`src/first_fit_page_region_allocator_unit_assert.svh`:
```
// assertion macros for the page region allocator
`ifndef FIRST_FIT_PAGE_REGION_ALLOCATOR_UNIT_ASSERT_SVH
`define FIRST_FIT_PAGE_REGION_ALLOCATOR_UNIT_ASSERT_SVH

// assertion checked while out of reset
`define FPRA_ASSERT(lbl, clk, rst_n, prop, msg) \
  lbl: assert property (@(posedge clk) disable iff (!rst_n) prop) else $error(msg);

// assertion checked at every rising clock edge, also in reset
`define FPRA_ASSERT_ALWAYS(lbl, clk, prop, msg) \
  lbl: assert property (@(posedge clk) prop) else $error(msg);

`endif

```
`src/fpra_ram.sv`:
```
// generic single write port, single read port ram with registered read
module fpra_ram #(
  parameter int unsigned Depth = 256,
  parameter int unsigned Width = 8
) (
  input  logic                     clk_i,
  input  logic                     we_i,
  input  logic [$clog2(Depth)-1:0] waddr_i,
  input  logic [Width-1:0]         wdata_i,
  input  logic [$clog2(Depth)-1:0] raddr_i,
  output logic [Width-1:0]         rdata_o
);

  logic [Width-1:0] mem [Depth];
  logic [Width-1:0] rdata_q;

  always_ff @(posedge clk_i) begin
    if (we_i) begin
      mem[waddr_i] <= wdata_i;
    end
    rdata_q <= mem[raddr_i];
  end

  assign rdata_o = rdata_q;

endmodule

```
`config.mk`:
```
export PLATFORM = sky130hd
export DESIGN_NAME = fpra_ram
export DESIGN_NICKNAME = d
export VERILOG_FILES = /design/src/first_fit_page_region_allocator_unit_assert.svh /design/src/fpra_ram.sv
export SDC_FILE = /design/constraint.sdc
export NUM_CORES = 2
export LEC_CHECK = 0
export ABC_AREA = 1
export BUFFER_PORTS_ARGS = -buffer_cell sky130_fd_sc_hd__buf_2
export CAP_MARGIN = 20
export CORE_MARGIN = 1
export CORE_UTILIZATION = 25
export DETAILED_ROUTE_END_ITERATION = 8
export PLACE_DENSITY = 0.39
export SLEW_MARGIN = 20
export SYNTH_ARGS = -nofsm -noshare
export SYNTH_HDL_FRONTEND = slang
export SYNTH_SLANG_ARGS = --single-unit
```
`constraint.sdc`:
```
create_clock -name clk_i -period 1.7 [get_ports clk_i]
set_input_delay 0.255 -clock clk_i [delete_from_list [all_inputs] [get_ports clk_i]]
set_output_delay 0.255 -clock clk_i [all_outputs]
set_load 0.02 [all_outputs]
```
==> results.sh <==
export IMPL_cp_max_fo=38
export IMPL_yosysUniqueCellTypes=14
export IMPL_core_area_sq_mm=0.331
export IMPL_critPathArrivalTime_ns=2.49
export IMPL_worstPathRequired_ns=2.53
export IMPL_postSynthAreaPerCell_sq_um=11.9
export IMPL_crit_path_cell_trace="buf_8, buf_4, buf_12, buf_6, nand2_1, nand3_1, nand3_1, nand3_1, nand3_2, buf_4, nand3_1, nand3_1, nand2_2, nand2_4, nand2_1"
export IMPL_grt_use_total_pct=16.9
export IMPL_die_w_microns=580
export IMPL_clockBufferDepth=4
export IMPL_power_leakage_nw=37.0
export IMPL_placedCellCount=11800
export IMPL_initial_core_util_pct=25.2
export IMPL_ys_seq_area_share_pct=73.9
export IMPL_setup_ws_ns=0.0376
export IMPL_final_util_pct=31.4
export IMPL_slowest_delay_ns=0.22
export IMPL_ys_top_cells_by_count="2123 x nand2_1, 2048 x edfxtp_1, 2019 x nand3_1"
export IMPL_cts_root_buf="clkbuf_16"
export IMPL_stdcell_count=12200
export IMPL_run_status="completed"
export IMPL_grt_pass1_vias=55900
export IMPL_synthArstFlopShare_pct=0
export IMPL_grt_max_degree=73
export IMPL_critical_path_class="in2reg"
export IMPL_ys_ff_latch=2056
export IMPL_path_common_cell="nand3_1"
export IMPL_cp_start_kind="primary input"
export IMPL_r2r_setup_slack_ns=0.04
export IMPL_synthFlopType="edfxtp_1"
export IMPL_peakVddDrop_mv=0.857
export IMPL_post_cts_buffers=0
export IMPL_synthesis_nets=7029
export IMPL_port_buffers=33
export IMPL_first_pass_iters=6
export IMPL_gp_congestion=0.847
export IMPL_path_clk_slew_ns=0.06
export IMPL_finalSetupViolations=0
export IMPL_clock_sinks=2056
export IMPL_netlist_instances=7003
export IMPL_nets=7689
export IMPL_synth_top_area_cell="edfxtp_1"
export IMPL_holdPathEnd="rdata_o[6]"
export IMPL_htreeDepth=4
export IMPL_insertion_delay_ns=0.94
export IMPL_viasPerCell=4.61
export IMPL_p_per_area_mw_per_mm2=1080
export IMPL_hp_class="in2reg"
export IMPL_post_route_period_util_pct=97.8
export IMPL_synth_edf_count=2048
export IMPL_rows=211
export IMPL_cp_slowest_cell="buf_8"
export IMPL_clock_fmax_mhz=602
export IMPL_maxCapViolCount=0
export IMPL_routed_wl_microns=286000
export IMPL_drive_gt1_share_pct=18.3
export IMPL_cts_tree="yes"
export IMPL_setup_tns_ns=0
export IMPL_overflow=0
export IMPL_place_ws_ns=-1.28
export IMPL_placed_cell_area_sq_mm=0.0956
export IMPL_syn_to_final_growth_pct=24.8
export IMPL_rr_startpoint="mem[188][5]"
export IMPL_drc_errors=0
export IMPL_dr_total_vias=56300
export IMPL_fin_area_sq_mm=0.104
export IMPL_ant_nets=0
export IMPL_worstHoldStart="raddr_i[5]"
export IMPL_rsz0062_at_grt="yes"
export IMPL_die_h_microns=580
export IMPL_worst_pin_slew_ns=0.686
export IMPL_regToRegEndpoint="rdata_o[5]"
export IMPL_netlist_area_leader_share_pct=73.7
export IMPL_synth_area_leaders="edfxtp_1 74%, nand3_1 12%, nand2_1 9.6%, buf_2 1.6%, nor2_1 1.3%"
export IMPL_hold_violations=0
export IMPL_drv_slew=0
export IMPL_end_kind="register"
export IMPL_whs_path_depth=7
export IMPL_grt_pass1_wl_microns=412000
export IMPL_wl_per_cell_microns=23.4
export IMPL_yosysMostFrequentCell="nand2_1"
export IMPL_reg2regPathDepth=10
export IMPL_antenna_found_initial=18
export IMPL_finalCriticalPeriod_ns=1.66
export IMPL_ys_warnings_count=0
export IMPL_p_total_mw=113
export IMPL_drt_iter0_drc=5020
export IMPL_hold_slack_ns=0.0572
export IMPL_relSlewSlack_pct=54.2
export IMPL_clock_skew_final_ns=0.0587
export IMPL_syn_area_sq_mm=0.0834
export IMPL_cts_buffers=228
export IMPL_die_area_sq_mm=0.336
export IMPL_hpwl_microns=185000
export IMPL_io_pins=34
-- final cells by class --
class / instances / area [sq um]
Sequential cell: 2056 / 61700
Tap cell: 4366 / 5460
Inverter: 39 / 183
Timing Repair Buffer: 913 / 9260
Clock inverter: 124 / 1110
Antenna cell: 8 / 20.0
Multi-Input combinational cell: 4425 / 20400
Fill cell: 33500 / 227000
Clock buffer: 281 / 5970
-- report_power, final --
part	leakage (nW)	internal, mW	switching, mW
Sequential	18.5	55.9	0.0560
Combinational	15.0	2.70	5.84
Clock	3.48	27.9	20.5
Total	37.0	86.4	26.4
-- routing by layer --
metal | wire (microns) | GRT usage [%] | vias to the layer above
li1 | - | - | 26200
met4 | 7460 | 4.43 | 0
met2 | 135000 | 27.7 | 1328
met5 | 0 | 0 | -
met1 | 131000 | 23.7 | 28400
met3 | 12200 | 1.81 | 346
-- registers in the layout, indices dropped and copies added (netlist names) --
name and flops:
mem 2048, rdata_o 8
-- placed cells by master, fill, tap and decap left out, drive strengths merged --
cell type and instances:
buf 903, bufinv 21, clkbuf 281, clkinv 97, clkinvlp 3, dfxtp 8
diode 8, dlygate4sd3 10, edfxtp 2048, inv 42, nand2 2123, nand3 2019
nor2 283
-- cell families (layout without fill, tap and decap cells) --
| family | Yosys count | count (layout) | share of synthesized area [%] |
|---|---|---|---|
| buffers and inverters | 522 | 1357 | 3.12 |
| other | 0 | 8 | 0 |
| DFF | 2056 | 2056 | 73.9 |
| and+or+nand+nor | 4425 | 4425 | 22.9 |
-- repair_timing --
action                                 CTS  global route
resized for setup                      136           130
hold buffers                            10             0
pin swaps                               10            26
endpoints found under the hold margin  806             0
setup endpoints to repair               16             9
-- worst max path at each step --
stage / startpoint / endpoint / slack [ns] / cells after the start
final: raddr_i[0] / rdata_o[6] / 0.04 / 15
after global placement: raddr_i[0] / rdata_o[5] / -1.29 / 15
after detailed placement: raddr_i[0] / rdata_o[6] / -1.28 / 15
after CTS: rdata_o[6] / rdata_o[6] / -0.08 / 2
after floorplan: we_i / mem[162][0] / -0.05 / 4
after global routing: mem[65][6] / rdata_o[6] / -0.04 / 10
-- critical path: cells and delay by family --
family                 cells  cell delay [ns]
buffers and inverters      5             1.06
AND/OR/NAND/NOR           10             1.05
No activity file was read; power rests on OpenSTA's default activity.
